$ cat src/hw/rtl/alht_pkg.sv
`default_nettype none
package alht_pkg;

  // Default sizing for the top level
  localparam int AGENTS_DEF    = 16;
  localparam int TIME_BITS_DEF = 40;

  // The agent index field is fixed at four bits, so at most 16 entries are reachable
  localparam int ID_BITS  = 4;
  localparam int ID_SPAN  = 1 << ID_BITS;

  // APB register map
  localparam int CFG_ADDR_BITS = 4;
  localparam int CFG_DATA_BITS = 32;
  localparam logic [1:0] REG_DEGRADED   = 2'd0;
  localparam logic [1:0] REG_DISCONNECT = 2'd1;
  localparam logic [1:0] REG_DECAY      = 2'd2;

  localparam logic [19:0] DEGRADED_RST   = 20'd500;
  localparam logic [19:0] DISCONNECT_RST = 20'd2000;
  localparam logic [15:0] DECAY_RST      = 16'd58982;

  // Weight constants, Q1.15
  localparam logic [15:0] W_ONE   = 16'd32768;
  localparam logic [15:0] W_FLOOR = 16'd3276;
  localparam logic [15:0] MISSED_MAX = 16'hFFFF;

  // Age below this refreshes the stored time
  localparam int FRESH_MS = 10;

  // floor(x / 10) == (x * DIV10_MULT) >> DIV10_SHIFT for x below 699050
  localparam int          DIV10_IN_BITS = 19;
  localparam int          DIV10_SHIFT   = 22;
  localparam logic [18:0] DIV10_MULT    = 19'd419431;

  typedef enum logic [1:0] {
    OP_UPDATE    = 2'd0,
    OP_RECONNECT = 2'd1,
    OP_QUERY     = 2'd2,
    OP_SPARE     = 2'd3
  } alht_op_e;

  typedef enum logic [1:0] {
    LS_CONNECTED    = 2'd0,
    LS_DEGRADED     = 2'd1,
    LS_DISCONNECTED = 2'd2
  } alht_link_e;

  typedef enum logic {
    S_IDLE = 1'b0,
    S_EXEC = 1'b1
  } alht_state_e;

  typedef struct packed {
    logic [19:0] degraded_ms;
    logic [19:0] disconnect_ms;
    logic [15:0] decay;
  } alht_cfg_t;

  // Table entry without its timestamp (timestamp width is a parameter)
  typedef struct packed {
    alht_link_e  link;
    logic [15:0] weight;
    logic [15:0] missed;
  } alht_ent_t;

  localparam int ENT_BITS = $bits(alht_ent_t);

  typedef struct packed {
    alht_ent_t ent;
    logic      known;
    logic      added;
  } alht_res_t;

endpackage
`default_nettype wire

$ cat src/hw/rtl/alht_ram.sv
`default_nettype none
module alht_ram #(
  parameter int WIDTH = 8,
  parameter int DEPTH = 16
) (
  input  wire logic                     clk_i,
  input  wire logic                     we_i,
  input  wire logic [$clog2(DEPTH)-1:0] waddr_i,
  input  wire logic [WIDTH-1:0]         wdata_i,
  input  wire logic                     re_i,
  input  wire logic [$clog2(DEPTH)-1:0] raddr_i,
  output logic      [WIDTH-1:0]         rdata_o
);

  logic [WIDTH-1:0] mem_q [DEPTH];

  always_ff @(posedge clk_i) begin
    if (we_i) begin
      mem_q[waddr_i] <= wdata_i;
    end
    if (re_i) begin
      rdata_o <= mem_q[raddr_i];
    end
  end

endmodule
`default_nettype wire

$ cat src/hw/rtl/alht_cfg.sv
`default_nettype none
module alht_cfg
  import alht_pkg::*;
(
  input  wire logic                     clk_i,
  input  wire logic                     rst_ni,
  input  wire logic                     psel,
  input  wire logic                     penable,
  input  wire logic                     pwrite,
  input  wire logic [CFG_ADDR_BITS-1:0] paddr,
  input  wire logic [CFG_DATA_BITS-1:0] pwdata,
  output logic      [CFG_DATA_BITS-1:0] prdata,
  output alht_cfg_t                     cfg_o
);

  alht_cfg_t   cfg_q, cfg_d;
  logic [1:0]  reg_idx;
  logic        wr_en;

  assign reg_idx = paddr[3:2];
  assign wr_en   = psel && penable && pwrite;

  always_comb begin
    cfg_d = cfg_q;
    if (wr_en) begin
      unique case (reg_idx)
        REG_DEGRADED:   cfg_d.degraded_ms   = pwdata[19:0];
        REG_DISCONNECT: cfg_d.disconnect_ms = pwdata[19:0];
        REG_DECAY:      cfg_d.decay         = pwdata[15:0];
        default:        cfg_d = cfg_q;
      endcase
    end
  end

  always_ff @(posedge clk_i or negedge rst_ni) begin
    if (!rst_ni) begin
      cfg_q.degraded_ms   <= DEGRADED_RST;
      cfg_q.disconnect_ms <= DISCONNECT_RST;
      cfg_q.decay         <= DECAY_RST;
    end else begin
      cfg_q <= cfg_d;
    end
  end

  always_comb begin
    unique case (reg_idx)
      REG_DEGRADED:   prdata = {12'd0, cfg_q.degraded_ms};
      REG_DISCONNECT: prdata = {12'd0, cfg_q.disconnect_ms};
      REG_DECAY:      prdata = {16'd0, cfg_q.decay};
      default:        prdata = '0;
    endcase
  end

  assign cfg_o = cfg_q;

endmodule
`default_nettype wire

$ cat src/hw/rtl/alht_update.sv
`default_nettype none
module alht_update
  import alht_pkg::*;
#(
  parameter int TIME_BITS = TIME_BITS_DEF
) (
  input  wire alht_op_e              op_i,
  input  wire logic                  in_table_i,
  input  wire logic                  valid_i,
  input  wire alht_ent_t             ent_i,
  input  wire logic [TIME_BITS-1:0]  last_i,
  input  wire logic [TIME_BITS-1:0]  now_i,
  input  wire alht_cfg_t             cfg_i,
  output logic                       wr_en_o,
  output alht_ent_t                  wr_ent_o,
  output logic      [TIME_BITS-1:0]  wr_time_o,
  output alht_res_t                  res_o
);

  // Wide enough for both the timestamps and the 20-bit thresholds, plus sign
  localparam int AGE_W = ((TIME_BITS > 20) ? TIME_BITS : 20) + 2;

  logic signed [AGE_W-1:0]           age;
  logic                              fresh, is_conn, is_degr;
  logic [DIV10_IN_BITS-1:0]          w_x11;
  logic [2*DIV10_IN_BITS-1:0]        grow_prod;
  logic [15:0]                       w_grow, w_grow_cap;
  logic [31:0]                       decay_prod;
  logic [15:0]                       w_decay, w_decay_flr;
  logic [15:0]                       missed_inc;
  alht_ent_t                         upd_ent;
  alht_ent_t                         fresh_ent;

  // Signed age, no wrap: both operands zero-extended
  assign age     = $signed(AGE_W'(now_i) - AGE_W'(last_i));
  assign fresh   = age < $signed(AGE_W'(FRESH_MS));
  assign is_conn = age < $signed(AGE_W'(cfg_i.degraded_ms));
  assign is_degr = age < $signed(AGE_W'(cfg_i.disconnect_ms));

  // Growth by 1.1: weight*11 by shift-add, then divide by ten by reciprocal
  assign w_x11 = DIV10_IN_BITS'({ent_i.weight, 3'b000})
               + DIV10_IN_BITS'({ent_i.weight, 1'b0})
               + DIV10_IN_BITS'(ent_i.weight);
  assign grow_prod  = (2*DIV10_IN_BITS)'(w_x11) * (2*DIV10_IN_BITS)'(DIV10_MULT);
  assign w_grow     = grow_prod[DIV10_SHIFT+15:DIV10_SHIFT];
  assign w_grow_cap = (w_grow > W_ONE) ? W_ONE : w_grow;

  // Decay: Q0.16 multiply, floored at 0.1
  assign decay_prod  = 32'(ent_i.weight) * 32'(cfg_i.decay);
  assign w_decay     = decay_prod[31:16];
  assign w_decay_flr = (w_decay < W_FLOOR) ? W_FLOOR : w_decay;

  assign missed_inc = (ent_i.missed == MISSED_MAX) ? ent_i.missed : ent_i.missed + 16'd1;

  assign fresh_ent = '{link: LS_CONNECTED, weight: W_ONE, missed: 16'd0};

  always_comb begin
    if (is_conn) begin
      upd_ent = '{link: LS_CONNECTED, weight: w_grow_cap, missed: 16'd0};
    end else if (is_degr) begin
      upd_ent = '{link: LS_DEGRADED, weight: w_decay_flr, missed: missed_inc};
    end else begin
      upd_ent = '{link: LS_DISCONNECTED, weight: 16'd0, missed: ent_i.missed};
    end
  end

  always_comb begin
    wr_en_o   = 1'b0;
    wr_ent_o  = ent_i;
    wr_time_o = last_i;
    res_o     = '{ent: '{link: LS_DISCONNECTED, weight: W_ONE, missed: 16'd0},
                  known: 1'b0, added: 1'b0};
    if (in_table_i) begin
      unique case (op_i)
        OP_UPDATE: begin
          wr_en_o = 1'b1;
          if (!valid_i) begin
            wr_ent_o  = fresh_ent;
            wr_time_o = now_i;
          end else begin
            wr_ent_o  = upd_ent;
            wr_time_o = fresh ? now_i : last_i;
          end
        end
        OP_RECONNECT: begin
          wr_en_o   = valid_i;
          wr_ent_o  = fresh_ent;
          wr_time_o = now_i;
        end
        default: begin
          wr_en_o = 1'b0;
        end
      endcase
      if (valid_i || wr_en_o) begin
        res_o.ent   = wr_en_o ? wr_ent_o : ent_i;
        res_o.known = 1'b1;
        res_o.added = wr_en_o && !valid_i;
      end
    end
  end

endmodule
`default_nettype wire

$ cat src/hw/rtl/agent_link_health_table_core.sv
`default_nettype none
// Channel   | Handshake                  | Payload
// ----------+----------------------------+------------------------------------------
// command   | start / busy               | opcode_i, agent_sel_i, now_ms_i
// result    | result_valid_o (strobe)    | link_state_o, weight_o, missed_count_o,
//           |                            | known_o, newly_added_o
// config    | APB psel/penable/pwrite    | paddr, pwdata, prdata (pready tied high)
//
// On acceptance the table read is issued to the registered entry RAM; in the
// execute state the modified entry is written back and the result registered.
// No new command is accepted before the last is written back: busy is high for
// the write-back cycle, so a read never overlaps a pending write.
// The result strobe is high for one cycle after the write-back; the receiver
// cannot stall it, and the next command may be accepted in that same cycle.
// Reset clears the valid bits and restores register defaults; no clearing pass.
module agent_link_health_table_core
  import alht_pkg::*;
#(
  parameter int AGENTS    = AGENTS_DEF,
  parameter int TIME_BITS = TIME_BITS_DEF
) (
  input  wire logic                     clk_i,
  input  wire logic                     rst_ni,
  // command
  input  wire logic                     start,
  output logic                          busy,
  input  wire logic [1:0]               opcode_i,
  input  wire logic [ID_BITS-1:0]       agent_sel_i,
  input  wire logic [TIME_BITS-1:0]     now_ms_i,
  // result
  output logic                          result_valid_o,
  output logic      [1:0]               link_state_o,
  output logic      [15:0]              weight_o,
  output logic      [15:0]              missed_count_o,
  output logic                          known_o,
  output logic                          newly_added_o,
  // config
  input  wire logic                     psel,
  input  wire logic                     penable,
  input  wire logic                     pwrite,
  input  wire logic [CFG_ADDR_BITS-1:0] paddr,
  input  wire logic [CFG_DATA_BITS-1:0] pwdata,
  output logic      [CFG_DATA_BITS-1:0] prdata,
  output logic                          pready
);

  // Only entries reachable by the 4-bit agent id get storage
  localparam int DEPTH  = (AGENTS < ID_SPAN) ? AGENTS : ID_SPAN;
  localparam int AW     = $clog2(DEPTH);
  localparam int WORD_W = ENT_BITS + TIME_BITS;

  alht_state_e            state_q, state_d;
  alht_op_e               op_q;
  logic                   in_tab_q;
  logic [AW-1:0]          idx_q;
  logic [TIME_BITS-1:0]   now_q;
  logic [DEPTH-1:0]       vld_q, vld_d;
  alht_res_t              res_q;
  logic                   res_vld_q, res_vld_d;

  logic                   accept;
  logic [31:0]            id_ext;
  logic [AW-1:0]          id_idx;
  logic                   id_in_tab;

  alht_cfg_t              cfg;
  logic [WORD_W-1:0]      rd_word, wr_word;
  alht_ent_t              rd_ent;
  logic [TIME_BITS-1:0]   rd_time;
  logic                   wr_en, do_wr;
  alht_ent_t              wr_ent;
  logic [TIME_BITS-1:0]   wr_time;
  alht_res_t              res_d;

  assign pready = 1'b1;

  alht_cfg u_cfg (
    .clk_i   (clk_i),
    .rst_ni  (rst_ni),
    .psel    (psel),
    .penable (penable),
    .pwrite  (pwrite),
    .paddr   (paddr),
    .pwdata  (pwdata),
    .prdata  (prdata),
    .cfg_o   (cfg)
  );

  // Decode the agent id against the table size
  assign id_ext    = 32'(agent_sel_i);
  assign id_idx    = id_ext[AW-1:0];
  assign id_in_tab = id_ext < 32'(DEPTH);

  assign busy   = (state_q == S_EXEC);
  assign accept = start && !busy;

  // Hold the command for the write-back cycle
  always_ff @(posedge clk_i) begin
    if (accept) begin
      op_q     <= alht_op_e'(opcode_i);
      in_tab_q <= id_in_tab;
      idx_q    <= id_idx;
      now_q    <= now_ms_i;
    end
  end

  // Entry RAM: word is {entry, timestamp}; contents only meaningful where valid
  alht_ram #(
    .WIDTH (WORD_W),
    .DEPTH (DEPTH)
  ) u_ram (
    .clk_i   (clk_i),
    .we_i    (do_wr),
    .waddr_i (idx_q),
    .wdata_i (wr_word),
    .re_i    (accept),
    .raddr_i (id_idx),
    .rdata_o (rd_word)
  );

  assign rd_ent  = alht_ent_t'(rd_word[WORD_W-1:TIME_BITS]);
  assign rd_time = rd_word[TIME_BITS-1:0];
  assign wr_word = {wr_ent, wr_time};

  alht_update #(
    .TIME_BITS (TIME_BITS)
  ) u_update (
    .op_i       (op_q),
    .in_table_i (in_tab_q),
    .valid_i    (vld_q[idx_q]),
    .ent_i      (rd_ent),
    .last_i     (rd_time),
    .now_i      (now_q),
    .cfg_i      (cfg),
    .wr_en_o    (wr_en),
    .wr_ent_o   (wr_ent),
    .wr_time_o  (wr_time),
    .res_o      (res_d)
  );

  // Write back only during the execute cycle
  assign do_wr = busy && wr_en;

  always_comb begin
    state_d   = state_q;
    vld_d     = vld_q;
    res_vld_d = 1'b0;
    unique case (state_q)
      S_IDLE: begin
        if (start) begin
          state_d = S_EXEC;
        end
      end
      S_EXEC: begin
        // Mark the entry valid on write-back, raise the result strobe
        if (wr_en) begin
          vld_d[idx_q] = 1'b1;
        end
        res_vld_d = 1'b1;
        state_d   = S_IDLE;
      end
      default: begin
        state_d = S_IDLE;
      end
    endcase
  end

  always_ff @(posedge clk_i or negedge rst_ni) begin
    if (!rst_ni) begin
      state_q   <= S_IDLE;
      vld_q     <= '0;
      res_vld_q <= 1'b0;
    end else begin
      state_q   <= state_d;
      vld_q     <= vld_d;
      res_vld_q <= res_vld_d;
    end
  end

  // Register the result at the end of the execute cycle
  always_ff @(posedge clk_i) begin
    if (busy) begin
      res_q <= res_d;
    end
  end

  assign result_valid_o = res_vld_q;
  assign link_state_o   = res_q.ent.link;
  assign weight_o       = res_q.ent.weight;
  assign missed_count_o = res_q.ent.missed;
  assign known_o        = res_q.known;
  assign newly_added_o  = res_q.added;

endmodule
`default_nettype wire
$ cat config.mk
export PLATFORM = sky130hd
export DESIGN_NAME = agent_link_health_table_core
export DESIGN_NICKNAME = d
export VERILOG_FILES = /design/src/hw/rtl/alht_pkg.sv /design/src/hw/rtl/alht_ram.sv /design/src/hw/rtl/alht_cfg.sv /design/src/hw/rtl/alht_update.sv /design/src/hw/rtl/agent_link_health_table_core.sv
export SDC_FILE = /design/constraint.sdc
export NUM_CORES = 2
export LEC_CHECK = 0
export ABC_CLOCK_PERIOD_IN_PS = 12500
export BUFFER_PORTS_ARGS = -buffer_cell sky130_fd_sc_hd__buf_2
export CORE_MARGIN = 3
export CORE_UTILIZATION = 60
export DETAILED_ROUTE_END_ITERATION = 7
export PLACE_DENSITY = 0.77
export SLEW_MARGIN = 25
export SYNTH_ARGS = -nofsm -noshare
export SYNTH_HDL_FRONTEND = slang
export SYNTH_SLANG_ARGS = --single-unit
$ cat constraint.sdc
create_clock -name clk_i -period 12.5 [get_ports clk_i]
set_input_delay 1.25 -clock clk_i [delete_from_list [all_inputs] [get_ports clk_i]]
set_output_delay 1.25 -clock clk_i [all_outputs]
set_load 0.05 [all_outputs]
==> impl_summary.md <==
Timing
The final sum of negative setup slack is 0 ns. Setup violations remaining at the end of the flow were counted as 0. The post-route clock skew is 0.04352 ns. Setup repair after global routing left no endpoint under its margin. The timing-limited maximum frequency is 89.55 MHz. In this run the tightest slew margin relative to its limit is 27.86%. The number of hold violations in the final report is 0. The total count of max-transition violations in the final report came to 0. The actual slew at the worst max-slew pin is 1.080 ns. The time the worst path needs with I/O delays and setup is 11.17 ns. The part of the cycle the worst path needs is 89.33%.

Critical path
The type of destination of the critical path is a flip-flop. Setup slack on the worst reg-to-reg path comes out at 1.33 ns. The library cell contributing the largest single delay on the critical path is sky130_fd_sc_hd__o21bai_2. The arrival time reported for the critical path endpoint is 11.64 ns. Counting cells, the worst reg-to-reg path comes to 35.

The critical register-to-register path startpoint is u_ram.rdata_o[58]$_DFFE_PP_. The peak fanout along the critical path is 20. The critical path startpoint category is a flip-flop. The critical path required time is 12.97 ns. The end of the worst register-to-register path is u_ram.mem_q[0][62]$_DFFE_PP_. By instance count, the cell type seen most on the critical path is sky130_fd_sc_hd__inv_1. The critical path is of the flip-flop to flip-flop type.

The largest stage delay on the critical path is 0.64 ns.

Global route
The via count of the first global-routing pass came to 44260. For this run the aggregate overflow at the end of global routing stands at 0. The pin count of the biggest net entering global routing is 98. The initial antenna violation count is 7. The first global-routing pass estimated 281.9 mm of wire.

For this run, the total global-route usage over all layers was measured as 30.06%.

CTS
Clock latency on the worst-skew pair, taken at its later pin, is 0.78 ns. The number of buffers inserted by hold repair at cts is 0. The clock-pin transition on the worst setup and hold timing paths is 0.06 ns.

The clock buffer count from CTS is 142. The clock tree synthesis step divided the H-tree into 4 levels. The worst-case clock buffer depth is 3.

In this run, post-CTS repair resized a total of 0 instances. The buffer count from post-CTS setup fixing is 0. The clock tree from TritonCTS is built.

The root buffer cell chosen for the clock tree is sky130_fd_sc_hd__clkbuf_16. The number of sinks driven by the clock tree is 1414.

Synth
The post-synth design cell area is 74140 sq um. The register bit count reported by yosys is 1414. After synthesis, the share of flip-flops with an asynchronous set or reset is 5.233%. The flip-flop cell with the highest count after synthesis is sky130_fd_sc_hd__edfxtp_1.

Sequential cells were found to cover 56.81% of the synthesized design area. Each instance of the synthesized netlist takes up on average 15.45 sq um. The count of mapped cells out of synthesis is 4799. In the post-synthesis netlist, the biggest area contributors are sky130_fd_sc_hd__edfxtp_1 (54%), sky130_fd_sc_hd__mux4_2 (11%), sky130_fd_sc_hd__fa_1 (9.0%).

Yosys mapped a number of flops with a built-in enable equal to 1340. The warning count from the yosys run is 0. After synthesis, the largest area contributor takes up 54.27% of total cell area. In the post-synthesis netlist, the cell with the most instances is sky130_fd_sc_hd__edfxtp_1. The biggest area contributor in the post-synthesis netlist is sky130_fd_sc_hd__edfxtp_1. In this run, distinct cell masters in the synthesized netlist total 88. The commonest cells after synthesis are sky130_fd_sc_hd__edfxtp_1 (1340), sky130_fd_sc_hd__inv_1 (579), sky130_fd_sc_hd__mux4_2 (375).

Drt
The number of vias in the routed layout is 43140. For this run, design rule violations remaining after detail routing come to 0. The length of the first detailed-routing pass in iterations is 5. The routed wirelength normalized by instance count is 27.97 um. In the routed layout, each cell is associated on average with a via count of 6.434.

The DRC violation total after the first TritonRoute iteration is 5119. The number of nets with antenna violations after routing is 0. The final layout contains routed wiring with a total length of 187.5 mm.

Floorplanning
The die is 357.5 um tall. The starting density of the core is 60.67%. In this run the horizontal extent of the chip is 357.5 um.

The number of top-level design ports is 159. The floorplan step defined a die boundary enclosing 127800 sq um. The number of placement rows is 128. The region available for standard cell placement spans 122200 sq um.

Place
In this run the tool buffered the top-level ports with 131 buffer cells. The post-DP HPWL is 114.8 mm. Routability-driven placement finished with a final weighted congestion of 0.9180. In this run, placement finished with an instance count of 6444.

Final layout
Registers take 42120 sq um. For this run, the number of standard cells in the final layout without fillers is 6705. The fraction of layout instances using a drive strength above 1 is 18.96%. The area added between synthesis and finish is 9.989%.

The final layout contains 5751 nets. The multi-input combinational cells in the finished layout cover a total of 29170 sq um. After filler insertion, the fill cell instance count of the layout stands at 8178.

Run
The tool flagged a number of max-cap violations equal to 0.

Run status
The flow ran to the end, and the final reports show no timing, DRC or antenna violations.

Hold path
The path type of the worst min-delay path is primary input to async pin.
critical path, delay by kind of cell (launching register included):
| kind | cells | cell delay (ns) |
|---|---|---|
| buffers and inverters | 6 | 0.38 |
| xor gates and xnor gates | 3 | 0.57 |
| and+or+nand+nor | 4 | 1.54 |
| adders and majority gates | 9 | 3.89 |
| DFF | 1 | 0.49 |
| AOI/OAI and AO/OA | 13 | 4.00 |
cell type report:
cell class	count	share of cell area, %
Antenna cell	2	0.006138
Clock buffer	183	4.661
Clock inverter	71	0.8439
Inverter	579	2.665
Multi-Input combinational cell	2602	35.77
Sequential cell	1414	51.65
Tap cell	1625	2.493
Timing Repair Buffer	229	1.910
placed cells by master (no fill, tap or decap), drive strengths merged, types with 27 or more instances in the layout:
| cell type | instances |
|---|---|
| nor3 | 39 |
| a21oi | 120 |
| inv | 589 |
| nand4 | 29 |
| o21ai | 128 |
| nand2 | 346 |
| clkinv | 49 |
| xor2 | 37 |
| o211ai | 27 |
| or2 | 27 |
| mux4 | 375 |
| nand3 | 60 |
| clkbuf | 184 |
| edfxtp | 1340 |
| ha | 362 |
| dfrtp | 53 |
| nor2 | 99 |
| a21o | 58 |
| and2 | 107 |
| xnor2 | 58 |
| mux2 | 61 |
| buf | 228 |
| fa | 333 |
stage by stage:
step	worst slack, ns	utilization (%)	area [sq um]	hold WS, ns
2_1_floorplan	2.197	-	74180	0.4337
3_3_place_gp	1.419	62.89	76850	0.4457
3_5_place_dp	1.003	62.96	76930	0.4515
4_1_cts	0.9623	66.63	81420	0.3541
5_1_grt	0.6633	66.73	81540	0.3956
6_report	1.333	66.73	81540	0.3882
routing by layer:
layer  vias up  GRT usage [%]  part of all wire (%)
met5         -              0                0.0069
met2      2502          49.17                    50
met3       409          5.635                   9.7
met1     22120          41.01                    37
met4         2          10.70                   3.6
li1      18110              -                     -
worst max-delay path by stage:
stage | cells past startpoint | start | slack, ns | end
final | 35 | u_ram.rdata_o[58]$_DFFE_PP_ | 1.33 | u_ram.mem_q[0][62]$_DFFE_PP_
after global routing | 35 | u_ram.rdata_o[58]$_DFFE_PP_ | 0.66 | u_ram.mem_q[8][62]$_DFFE_PP_
after CTS | 35 | u_ram.rdata_o[58]$_DFFE_PP_ | 0.96 | u_ram.mem_q[0][62]$_DFFE_PP_
after detailed placement | 35 | u_ram.rdata_o[58]$_DFFE_PP_ | 1.00 | u_ram.mem_q[3][62]$_DFFE_PP_
after global placement | 35 | u_ram.rdata_o[58]$_DFFE_PP_ | 1.42 | u_ram.mem_q[10][62]$_DFFE_PP_
after floorplan | 38 | u_ram.rdata_o[56]$_DFFE_PP_ | 2.20 | u_ram.mem_q[0][58]$_DFFE_PP_
kinds of logic (layout without fill, tap and decap cells):
logic type	after synthesis	count (layout)	synth area share (%)
flops	1414	1414	56.81
mux	461	461	12.86
buf+inv	794	1062	4.147
fa+ha+maj	695	695	15.10
simple gates	810	810	5.269
compound gates	528	528	4.685
other cells	2	15	0.01013
xor+xnor	95	95	1.122
flip-flops by register name (all words and copies together), names as in the netlist, 4 cells and up:
name            count
vld_q              16
missed_count_o     16
u_cfg.cfg_o        56
now_q              40
weight_o           16
u_ram.rdata_o      74
idx_q               4
u_ram.mem_q      1184
Power is not shown: default switching activity piles up to over one toggle a cycle in this logic, so the estimate is an artifact.
